--- src/hdl/rmtt_pkg.sv ---
// Package with shared types, constants and helper functions of the taint tracker.
`default_nettype none
package rmtt_pkg;
  localparam int unsigned TableDepth = 64;
  localparam int unsigned LabelBits  = 32;
  localparam int unsigned NumTracked = 28;
  localparam int unsigned NumFam     = 6;

  typedef enum logic [1:0] {
    OP_LOAD  = 2'd0,
    OP_STORE = 2'd1,
    OP_MOVE  = 2'd2,
    OP_TAINT = 2'd3
  } op_e;

  typedef struct packed {
    op_e         op;
    logic        two_operands;
    logic [4:0]  reg_operand;
    logic [4:0]  reg_dest;
    logic [63:0] mem_address;
  } taint_req_t;

  typedef struct packed {
    logic        address_hit;
    logic        reg_tainted_now;
    logic [31:0] label;
    logic        dropped;
  } taint_rsp_t;

  localparam logic [4:0] RegUntracked = 5'd28;
  localparam logic [4:0] RegNone      = 5'd29;
  localparam logic [2:0] FamNone      = 3'd7;

  typedef enum logic [1:0] {
    ST_IDLE   = 2'd0,
    ST_SEARCH = 2'd1,
    ST_UPDATE = 2'd2,
    ST_OUT    = 2'd3
  } state_e;

  typedef struct packed {
    logic start;
    logic scan;
    logic update;
    logic show;
  } cmd_t;

  typedef struct packed {
    logic scan_done;
  } status_t;

  function automatic logic [2:0] family_of(input logic [4:0] code);
    logic [2:0] f;
    if (code < 5'd5) f = 3'd0;
    else if (code < 5'd10) f = 3'd1;
    else if (code < 5'd15) f = 3'd2;
    else if (code < 5'd20) f = 3'd3;
    else if (code < 5'd24) f = 3'd4;
    else if (code < 5'd28) f = 3'd5;
    else f = FamNone;
    return f;
  endfunction

  function automatic logic [4:0] family_last(input logic [2:0] f);
    logic [4:0] l;
    case (f)
      3'd0: l = 5'd4;
      3'd1: l = 5'd9;
      3'd2: l = 5'd14;
      3'd3: l = 5'd19;
      3'd4: l = 5'd23;
      default: l = 5'd27;
    endcase
    return l;
  endfunction

  function automatic logic [NumTracked-1:0] cascade_mask(input logic [4:0] code);
    logic [NumTracked-1:0] m;
    logic [2:0] f;
    logic [4:0] last;
    f = family_of(code);
    last = family_last(f);
    m = '0;
    for (int i = 0; i < NumTracked; i++) begin
      if (f != FamNone && 5'(i) >= code && 5'(i) <= last) m[i] = 1'b1;
    end
    return m;
  endfunction
endpackage
`default_nettype wire

--- src/hdl/rmtt_ctrl.sv ---
// Controller state machine that sequences search, update and result delivery.
`default_nettype none
module rmtt_ctrl (
  input  wire logic             clk_i,
  input  wire logic             rst_ni,
  input  wire logic             in_valid_i,
  output logic                  in_ready_o,
  output logic                  out_valid_o,
  input  wire logic             out_ready_i,
  input  wire rmtt_pkg::status_t status_i,
  output rmtt_pkg::cmd_t        cmd_o
);
  import rmtt_pkg::*;
  state_e state_q, state_d;

  always_ff @(posedge clk_i or negedge rst_ni) begin
    if (!rst_ni) state_q <= ST_IDLE;
    else state_q <= state_d;
  end

  always_comb begin
    state_d = state_q;
    cmd_o = '0;
    in_ready_o = 1'b0;
    out_valid_o = 1'b0;
    case (state_q)
      ST_IDLE: begin
        in_ready_o = 1'b1;
        if (in_valid_i) begin
          cmd_o.start = 1'b1;
          state_d = ST_SEARCH;
        end
      end
      ST_SEARCH: begin
        cmd_o.scan = 1'b1;
        if (status_i.scan_done) state_d = ST_UPDATE;
      end
      ST_UPDATE: begin
        cmd_o.update = 1'b1;
        state_d = ST_OUT;
      end
      ST_OUT: begin
        out_valid_o = 1'b1;
        cmd_o.show = 1'b1;
        if (out_ready_i) state_d = ST_IDLE;
      end
      default: state_d = ST_IDLE;
    endcase
  end

  a_out_after_update: assert property (@(posedge clk_i) disable iff (!rst_ni)
    (state_q == ST_UPDATE) |=> out_valid_o) else $error("result not shown after update");
  a_no_accept_busy: assert property (@(posedge clk_i) disable iff (!rst_ni)
    out_valid_o |-> !in_ready_o) else $error("input taken while busy");
  a_hold_out: assert property (@(posedge clk_i) disable iff (!rst_ni)
    (out_valid_o && !out_ready_i) |=> out_valid_o) else $error("result dropped");
endmodule
`default_nettype wire

--- config.mk ---
export PLATFORM = sky130hd
export DESIGN_NAME = rmtt_ctrl
export DESIGN_NICKNAME = d
export VERILOG_FILES = /design/src/hdl/rmtt_pkg.sv /design/src/hdl/rmtt_ctrl.sv
export SDC_FILE = /design/constraint.sdc
export NUM_CORES = 1
export LEC_CHECK = 0
export BUFFER_PORTS_ARGS = -buffer_cell sky130_fd_sc_hd__buf_2
export CORE_AREA = 8 8 45 47
export CTS_CLUSTER_SIZE = 20
export DETAILED_ROUTE_END_ITERATION = 6
export DIE_AREA = 0 0 53 55
export RECOVER_POWER = 50
export SETUP_SLACK_MARGIN = 0.5
export SYNTH_ARGS = -nofsm -noshare
export SYNTH_HDL_FRONTEND = slang
export SYNTH_SLANG_ARGS = --single-unit
--- constraint.sdc ---
create_clock -name clk_i -period 1.4 [get_ports clk_i]
set_input_delay 0.14 -clock clk_i [delete_from_list [all_inputs] [get_ports clk_i]]
set_output_delay 0.14 -clock clk_i [all_outputs]
set_load 0.05 [all_outputs]
==> results of run 1 <==
[path summary, 6_finish.rpt]
kind / start / endpoint / cells past startpoint
max in group asynchronous: rst_ni / state_q[0] / 2
worst max register to register: state_q[1] / state_q[1] / 5
worst min-delay path: rst_ni / state_q[1] / 2
worst max-delay path: state_q[1] / state_q[1] / 5
worst min register to register: state_q[1] / state_q[1] / 2
min in group clk_i: in_valid_i / state_q[1] / 5
[synth_stat cells]
cell type,count,area (sq um)
mux2_1,1,11.26
buf_4,1,7.510
inv_1,5,18.77
and2_1,1,6.260
ha_1,4,50.05
dfrtp_1,2,50.05
mux2i_1,1,10.01
a222oi_1,1,10.01
nor2_1,1,3.750
[per-layer routing]
| metal | up-vias | routed length [microns] |
|---|---|---|
| li1 | 96 | - |
| met2 | 8 | 237 |
| met1 | 86 | 190 |
| met4 | 0 | 0 |
| met3 | 0 | 71 |
| met5 | - | 0 |
[worst max-delay path: cells and delay by family (launching register included)]
kind / cells / cell delay, ns
flip-flops: 1 / 0.37
AO/OA/AOI/OAI: 1 / 0.30
multiplexers: 1 / 0.29
buffers and inverters: 2 / 0.26
adder cells (fa/ha/maj): 1 / 0.15
[logic make-up (layout without fill, tap and decap cells)]
kind of cell,after synthesis,after routing,synth area share [%]
and+or+nand+nor,2,2,5.970
DFF,2,2,29.85
muxes,2,2,12.69
adders and majority gates,4,4,29.85
buffers and inverters,6,27,15.67
AOI/OAI and AO/OA,1,1,5.970
[what timing repair did]
| action | CTS | global route |
|---|---|---|
| hold endpoints to repair | 2 | 0 |
| resized for setup | 18 | 5 |
| buffers inserted | 2 | 1 |
| pin swaps | 1 | 2 |
| endpoints found under the setup margin | 8 | 8 |
| hold buffers | 1 | 0 |
[stage by stage]
stage          utilization (%)  setup WS (ns)  hold slack, ns  setup TNS, ns
6_report                 31.10       -0.08466          0.2497        -0.1178
5_1_grt                  31.10        -0.1623          0.2516        -0.3800
4_1_cts                  29.02        -0.1480          0.2484        -0.3545
3_5_place_dp             21.52        -0.1806        -0.07187        -0.1806
3_3_place_gp             21.52        -0.1325        -0.07552        -0.1325
2_1_floorplan                -        -0.2059         -0.1556        -0.2260
[cell type report]
cell class,count,area [sq um]
Tap cell,16,20.02
Inverter,5,18.77
Timing Repair Buffer,19,180.2
Clock buffer,3,22.52
Sequential cell,2,51.30
Fill cell,143,953.4
Multi-Input combinational cell,9,137.6
==> out/results.txt, run 1 <==
DIE AREA - 0.002915 sq mm
Flop2flop setup slack - -0.08 ns
F_max - 673.6 MHz
Max Transition Viols Final - 0
Largest net degree at the start of global routing - 4
Post-route cell area - 430.4 sq um
Final WL - 499 microns
Setup crit start kind - flop
Status - finished, violations left
Global Route met2 Usage - 6.445%
CTS tree - yes
Final hold viol count - 0
Vias - 190
Vias per cell - 3.519
Clock transition at path regs - 0.03 ns
Hpwl dp - 397.1 microns
H-tree Lvls - 1
IO Pins - 11
CTS root buf - clkbuf_4
# port buffers - 10
Final WS setup - -0.08466 ns
Gpl congestion - 0.6822
Warnings, synthesis - 0
Most frequent cells in the layout - buf_6 (5), buf_2 (4), buf_8 (4), buf_4 (4)
Vias in the first global route - 204
Non-Filler Instances - 54
Mapped cell area - 167.7 sq um
Worst-path fanout max - 3
CP max stage delay - 0.37 ns
Row Count - 14
Synth Register Bits - 2
Die width - 53 microns
Fraction of layout cells with a size suffix above 1 - 76.32%
Initial core utilization - 12.12%
Slew HR - 82.29%
Gr usage total - 4.203%
Critical Path AT - 1.58 ns
Initial DRC Count - 2
Failing checks - setup timing
Post-Syn Instances - 17
Largest reg by FF count - state_q
Setup Viol. Count Final - 3
Clock skew - 0.004303 ns
Placed cell count - 47
Bufs on Longest Clock Path - 2
Max reg flops - 2
Mean post-synth cell area - 9.862 sq um
CP max-delay cell - dfrtp_1
Skew-Pair Late Insertion Delay - 0.22 ns
WL/cell - 9.241 microns
Nets - 49
GR Util met3 - 3.476%
First-pass GRT wire length - 793 microns
Area growth syn-to-layout - 156.7%
Inserted Diodes - 0
GR Layer Usage met1 - 3.333%
Max cap viols - 0
GRT overflow - 0
Sequential fraction of the synthesis area - 29.85%
Slew at the pin closest to its max-slew limit - 0.2657 ns
Final min period - 1.485 ns
CP Cell Sequence - inv_2 -> ha_4 -> a222oi_1 -> buf_4 -> mux2_4
Largest registers - state_q: 2 flops
Antenna Violating Nets Remaining - 0
Chip height - 55 microns
TritonCTS buffer count - 3
Initial antenna violation count - 0
Kind of critical path - flop to flop
Residual DRC count - 0
Clk sink count - 2
CP required - 1.50 ns
Commonest non-fill, non-tap cell in the layout - buf_6
Placed inst area - 297.8 sq um
GR peak layer - met2
Tcrit/Tclk final - 106.0%
Netlist cell types - 9
Unrepaired setup endpoints after global routing - yes
Hold/Removal Path Class - input pin to asynchronous set/reset pin
Crit path capture type - flop
Drt first pass iters - 4
Syn Nets - 26
Core ar. - 0.001384 sq mm
Power of run 1 is left out: the tool's default activity adds up to more than one toggle a clock period on the data nets, which glitch-free logic cannot reach.
==> run 2: changes to the inputs <==
--- a/config.mk
+++ b/config.mk
@@ -6,10 +6,10 @@
 export NUM_CORES = 1
 export LEC_CHECK = 0
 export BUFFER_PORTS_ARGS = -buffer_cell sky130_fd_sc_hd__buf_2
-export CORE_AREA = 8 8 45 47
+export CORE_AREA = 2 2 39 41
 export CTS_CLUSTER_SIZE = 20
 export DETAILED_ROUTE_END_ITERATION = 6
-export DIE_AREA = 0 0 53 55
+export DIE_AREA = 0 0 41 43
 export RECOVER_POWER = 50
 export SETUP_SLACK_MARGIN = 0.5
 export SYNTH_ARGS = -nofsm -noshare
==> run 2 against run 1 <==
Effect of this change:
- the flow still finishes with violations (setup timing)
- routed wire length increased by 2.0%
- via count increased by 5.8%
- sequential cell count unchanged
- clock skew about the same
- worst setup slack got worse by 0.0015 ns
- final area increased by 8.4%
- first-iteration DRC count decreased by 50%
- worst hold slack got worse by 0.018 ns
- core utilization increased by 2.6 points
- non-clock buffer count increased by 2
- critical endpoint unchanged
==> out/results.txt, run 2 (synthesized netlist as in run 1, its figures left out) <==
Status - finished, violations left (unchanged)
Setup Viol. Count Final - 4 (was 3)
Unrepaired setup endpoints after global routing - yes (unchanged)
Slew at the pin closest to its max-slew limit - 0.2610 ns (was 0.2657 ns)
DIE AREA - 0.001763 sq mm (was 0.002915 sq mm)
First-pass GRT wire length - 841 microns (was 793 microns)
Gpl congestion - 0.6562 (was 0.6822)
Drt first pass iters - 4 (unchanged)
Hold/Removal Path Class - input pin to asynchronous set/reset pin (unchanged)
Die width - 41 microns (was 53 microns)
Setup crit start kind - flop (unchanged)
WL/cell - 9.089 microns (was 9.241 microns)
F_max - 672.9 MHz (was 673.6 MHz)
CTS tree - yes (unchanged)
Residual DRC count - 0 (unchanged)
Largest reg by FF count - state_q (unchanged)
Kind of critical path - flop to flop (unchanged)
Largest net degree at the start of global routing - 4 (unchanged)
Failing checks - setup timing (unchanged)
Commonest non-fill, non-tap cell in the layout - buf_8 (was buf_6)
Setup_tns - -0.1718 ns (was -0.1178 ns)
Core Util, Final - 33.73% (was 31.10%)
Most frequent cells in the layout - buf_8 (6), buf_4 (5), buf_6 (5) (was buf_6 (5), buf_2 (4), buf_8 (4), buf_4 (4))
Chip height - 43 microns (was 55 microns)
Clock transition at path regs - 0.03 ns (about the same)
IO Pins - 11 (unchanged)
Final min period - 1.486 ns (was 1.485 ns)
CTS root buf - clkbuf_4 (unchanged)
Initial DRC Count - 1 (was 2)
Dpl ws - -0.1677 ns (was -0.1806 ns)
Largest registers - state_q: 2 flops (unchanged)
Nets - 51 (was 49)
Max Transition Viols Final - 0 (unchanged)
Tcrit/Tclk final - 106.2% (was 106.0%)
Area growth syn-to-layout - 178.4% (was 156.7%)
Antenna Violating Nets Remaining - 0 (unchanged)
CP required - 1.50 ns (about the same)
Critical Path AT - 1.59 ns (was 1.58 ns)
Initial antenna violation count - 0 (unchanged)
Slew HR - 82.60% (was 82.29%)
GRT overflow - 0 (unchanged)
Vias - 201 (was 190)
Vias in the first global route - 223 (was 204)
Inserted Diodes - 0 (unchanged)
Clock skew - 0.004480 ns (was 0.004303 ns)
H-tree Lvls - 1 (unchanged)
Final WL - 509 microns (was 499 microns)
Crit path capture type - flop (unchanged)
Max reg flops - 2 (unchanged)
Gr usage total - 7.623% (was 4.203%)
Bufs on Longest Clock Path - 2 (unchanged)
# port buffers - 10 (unchanged)
Max cap viols - 0 (unchanged)
TritonCTS buffer count - 3 (unchanged)
Fraction of layout cells with a size suffix above 1 - 80.00% (was 76.32%)
Worst-path fanout max - 3 (unchanged)
Vias per cell - 3.589 (was 3.519)
Clk sink count - 2 (unchanged)
Skew-Pair Late Insertion Delay - 0.23 ns (was 0.22 ns)
Row Count - 14 (unchanged)
Final WS setup - -0.08615 ns (was -0.08466 ns)
Final hold viol count - 0 (unchanged)
Core ar. - 0.001384 sq mm (unchanged)
Initial core utilization - 12.12% (unchanged)
Worst hold slack - 0.2313 ns (was 0.2497 ns)
==> run 2: path summary, 6_finish.rpt <==
check / from / endpoint / slack [ns] / depth (start not counted)
min reg2reg: state_q[1] / state_q[1] / 0.68 / 2
max reg2reg: state_q[0] / state_q[1] / -0.09 / 4
min in group clk_i: in_valid_i / state_q[1] / 0.50 / 5
max: state_q[0] / state_q[1] / -0.09 / 4
min: rst_ni / state_q[0] / 0.23 / 2
max in group asynchronous: rst_ni / state_q[0] / 1.03 / 2
==> run 2: worst max-delay path, stage by stage (launching register included) <==
cell and delay, ns:
dfrtp_2 0.43, ha_2 0.20, a222oi_1 0.27, buf_4 0.18, mux2_4 0.29
==> run 2: layer usage <==
layer | vias to the layer above | part of all wire (%) | GRT usage (%)
met2 | 9 | 54 | 11.56
li1 | 99 | - | -
met4 | 0 | 0 | 8.000
met5 | - | 0 | 0
met3 | 0 | 8.3 | 3.141
met1 | 93 | 38 | 6.731
==> run 2: per-stage QoR <==
step	cell area (sq um)	cells
3_3_place_gp	297.8	47
2_1_floorplan	197.7	17
4_1_cts	459.2	56
3_5_place_dp	297.8	47
5_1_grt	466.7	56
6_report	466.7	56
==> run 2: cell type report <==
class / instances / area [sq um]
clock buffers: 3 / 22.52
well taps: 16 / 20.02
inverters: 5 / 18.77
multi-input cells: 9 / 141.4
flip-flops and latches: 2 / 51.30
fillers: 135 / 917.1
repair buffers: 21 / 212.7
==> run 2: timing repair <==
action | in CTS | in global routing
gates resized for setup | 26 | 3
hold buffers | 1 | 0
hold endpoints to repair | 2 | 0
setup buffers | 5 | 0
pin swaps | 3 | 2
endpoints found under the setup margin | 8 | 8
Power of run 2 is left out for the same reason.
==> run 3: changes to the inputs <==
--- a/config.mk
+++ b/config.mk
@@ -5,6 +5,7 @@
 export SDC_FILE = /design/constraint.sdc
 export NUM_CORES = 1
 export LEC_CHECK = 0
+export ABC_AREA = 1
 export BUFFER_PORTS_ARGS = -buffer_cell sky130_fd_sc_hd__buf_2
 export CORE_AREA = 2 2 39 41
 export CTS_CLUSTER_SIZE = 20
==> run 3 against run 2 <==
Effect of this change:
- the flow now finishes without violations
- routed wire length down 11%
- non-clock buffer count down 5
- clock skew down 0.0035 ns
- die area unchanged
==> out/results.txt, run 3 <==
Status - completed (was finished, violations left)
Asr flop ratio synth - 100.0% (unchanged)
Clock skew - 0.0009347 ns (was 0.004480 ns)
Hold/Removal Path Class - input pin to asynchronous set/reset pin (unchanged)
Gpl congestion - 0.5773 (was 0.6562)
Tcrit/Tclk final - 91.65% (was 106.2%)
Largest net degree at the start of global routing - 5 (was 4)
Setup_tns - 0 ns (was -0.1718 ns)
Final min period - 1.283 ns (was 1.486 ns)
CTS tree - yes (unchanged)
Synth Register Bits - 2 (unchanged)
Share of the synthesized area in the top cell type - 24.84% (was 29.85%)
Reg2reg path depth - 7 (was 4)
Synth top area cells - dfrtp_1 (25%), ha_1 (25%), inv_1 (15%) (was dfrtp_1 (30%), ha_1 (30%), inv_1 (11%))
Post-synth EDFFs - 0 (unchanged)
Slew HR - 83.40% (was 82.60%)
Syn Nets - 36 (was 26)
Largest reg by FF count - state_q (unchanged)
Levels on crit path - 3 (was 4)
Setup Viol. Count Final - 0 (was 4)
H-tree Lvls - 1 (unchanged)
First-pass GRT wire length - 828 microns (was 841 microns)
Top-count cell post-synth - inv_1 (unchanged)
Delay-heaviest family, CP - flip-flops (unchanged)
Drt first pass iters - 1 (was 4)
Nets - 56 (was 51)
Max reg flops - 2 (unchanged)
Initial DRC Count - 0 (was 1)
Final hold viol count - 0 (unchanged)
TritonCTS buffer count - 3 (unchanged)
WL/cell - 7.443 microns (was 9.089 microns)
CP required - 1.26 ns (was 1.50 ns)
Skew-Pair Late Insertion Delay - 0.22 ns (was 0.23 ns)
Mean post-synth cell area - 7.461 sq um (was 9.862 sq um)
CP max stage delay - 0.40 ns (was 0.43 ns)
Die width - 41 microns (unchanged)
Critical Path AT - 1.14 ns (was 1.59 ns)
CP max-delay cell - dfrtp_1 (was dfrtp_2)
Residual DRC count - 0 (unchanged)
Core ar. - 0.001384 sq mm (unchanged)
Vias per cell - 3.672 (was 3.589)
Fraction of layout cells with a size suffix above 1 - 64.44% (was 80.00%)
Vias in the first global route - 239 (was 223)
Post-Syn Instances - 27 (was 17)
Synth Flop Type - dfrtp_1 (unchanged)
Mapped cell area - 201.4 sq um (was 167.7 sq um)
Max cap viols - 0 (unchanged)
Inserted Diodes - 0 (unchanged)
Max Transition Viols Final - 0 (unchanged)
CP Cell Sequence - inv_2 -> ha_4 -> buf_2 (was ha_2 -> a222oi_1 -> buf_4 -> mux2_4)
GRT overflow - 0 (unchanged)
Row Count - 14 (unchanged)
IO Pins - 11 (unchanged)
Clock transition at path regs - 0.03 ns (about the same)
Bufs on Longest Clock Path - 2 (unchanged)
F_max - 779.3 MHz (was 672.9 MHz)
Hpwl dp - 354 microns
# port buffers - 10 (unchanged)
Filler cell count - 158 (was 135)
Kind of critical path - flop to output pin (was flop to flop)
Unrepaired setup endpoints after global routing - yes (unchanged)
Largest registers - state_q: 2 flops (unchanged)
Clk sink count - 2 (unchanged)
CP bufs+invs - 2 (was 1)
Crit path capture type - output pin (was flop)
Initial antenna violation count - 0 (unchanged)
Sequential fraction of the synthesis area - 24.84% (was 29.85%)
Warnings, synthesis - 0 (unchanged)
Vias - 224 (was 201)
Initial core utilization - 14.56% (was 12.12%)
Gr usage total - 7.430% (was 7.623%)
Chip height - 43 microns (unchanged)
Final WL - 454 microns (was 509 microns)
Area growth syn-to-layout - 105.6% (was 178.4%)
Slew at the pin closest to its max-slew limit - 0.2507 ns (was 0.2610 ns)
Synth cell count leaders - inv_1 (8), nand2_1 (6), ha_1 (4) (was inv_1 (5), ha_1 (4), dfrtp_1 (2))
Netlist cell types - 8 (was 9)
CTS root buf - clkbuf_4 (unchanged)
Most frequent cells in the layout - inv_1 (5), nand2_1 (5), buf_4 (5), clkbuf_4 (4), buf_2 (4) (was buf_8 (6), buf_4 (5), buf_6 (5))
DIE AREA - 0.001763 sq mm (unchanged)
Antenna Violating Nets Remaining - 0 (unchanged)
Largest area contributor in the netlist - dfrtp_1 (unchanged)
Worst-path fanout max - 4 (was 3)
Setup crit start kind - flop (unchanged)
==> run 3: cell count changes after synthesis, sizes merged <==
cell,previous run,this run
nor2,1,0
and2,1,0
mux2i,1,0
nand4,0,2
mux2,1,0
nand3,0,1
inv,5,8
a222oi,1,0
nand2,0,9
==> run 3: cells by family after synthesis <==
kind of cell / Yosys count / share of synthesized area [%]
simple gates: 12 / 31.68
flops: 2 / 24.85
fa+ha+maj: 4 / 24.85
buf+inv: 9 / 18.64
==> run 3: worst reg2reg max path, stage by stage (launching register included) <==
cell and delay [ns]:
dfrtp_1 0.38, inv_2 0.08, ha_4 0.17, buf_4 0.14, nand2_4 0.07, nand3_2 0.06
nand2_1 0.06, nand2_1 0.05
==> run 3: final timing paths <==
kind | startpoint | end | slack, ns
max | state_q[1] | in_ready_o | 0.12
min | rst_ni | state_q[1] | 0.23
max reg2reg | state_q[1] | state_q[1] | 0.26
min reg2reg | state_q[1] | state_q[1] | 0.55
max in group asynchronous | rst_ni | state_q[0] | 1.05
min in group clk_i | status_i | state_q[0] | 0.29
==> run 3: final cells by class <==
cell class / instances / area (sq um) / area share (%)
Tap cell: 16 / 20.02 / 4.834
Sequential cell: 2 / 50.05 / 12.08
Timing Repair Buffer: 16 / 131.4 / 31.72
Clock buffer: 3 / 22.52 / 5.438
Inverter: 8 / 33.78 / 8.157
Multi-Input combinational cell: 16 / 156.4 / 37.76
==> run 3: repair_timing <==
action                     4_1_cts  5_1_grt
pin swaps                        1        4
gates resized for setup         13        2
setup endpoints to repair        8        8
hold endpoints to repair         2        0
hold buffers                     1        0
setup buffers                    4        1
==> run 3: metal layers <==
metal | track usage (%) | part of all wire [%] | vias to the layer above | wire length, microns
met3 | 3.141 | 6.8 | 0 | 31
met4 | 6.000 | 0 | 0 | 0
met5 | 0 | 0 | - | 0
li1 | - | - | 116 | -
met1 | 5.466 | 38 | 102 | 172
met2 | 13.13 | 55 | 6 | 250
==> run 3: stage by stage <==
| stage | utilization [%] | area [sq um] | hold slack (ns) | setup slack [ns] | cells |
|---|---|---|---|---|---|
| global placement | 20.98 | 290.3 | -0.07333 | 0.2463 | 52 |
| finish | 29.93 | 414.1 | 0.2281 | 0.1169 | 61 |
| global route | 29.93 | 414.1 | 0.2452 | 0.05046 | 61 |
| CTS | 28.75 | 397.9 | 0.2196 | 0.1066 | 60 |
| detailed placement | 20.98 | 290.3 | -0.07305 | 0.2301 | 52 |
| floorplan | - | 227.7 | -0.1556 | 0.2191 | 27 |
Power of run 3 is left out for the same reason.
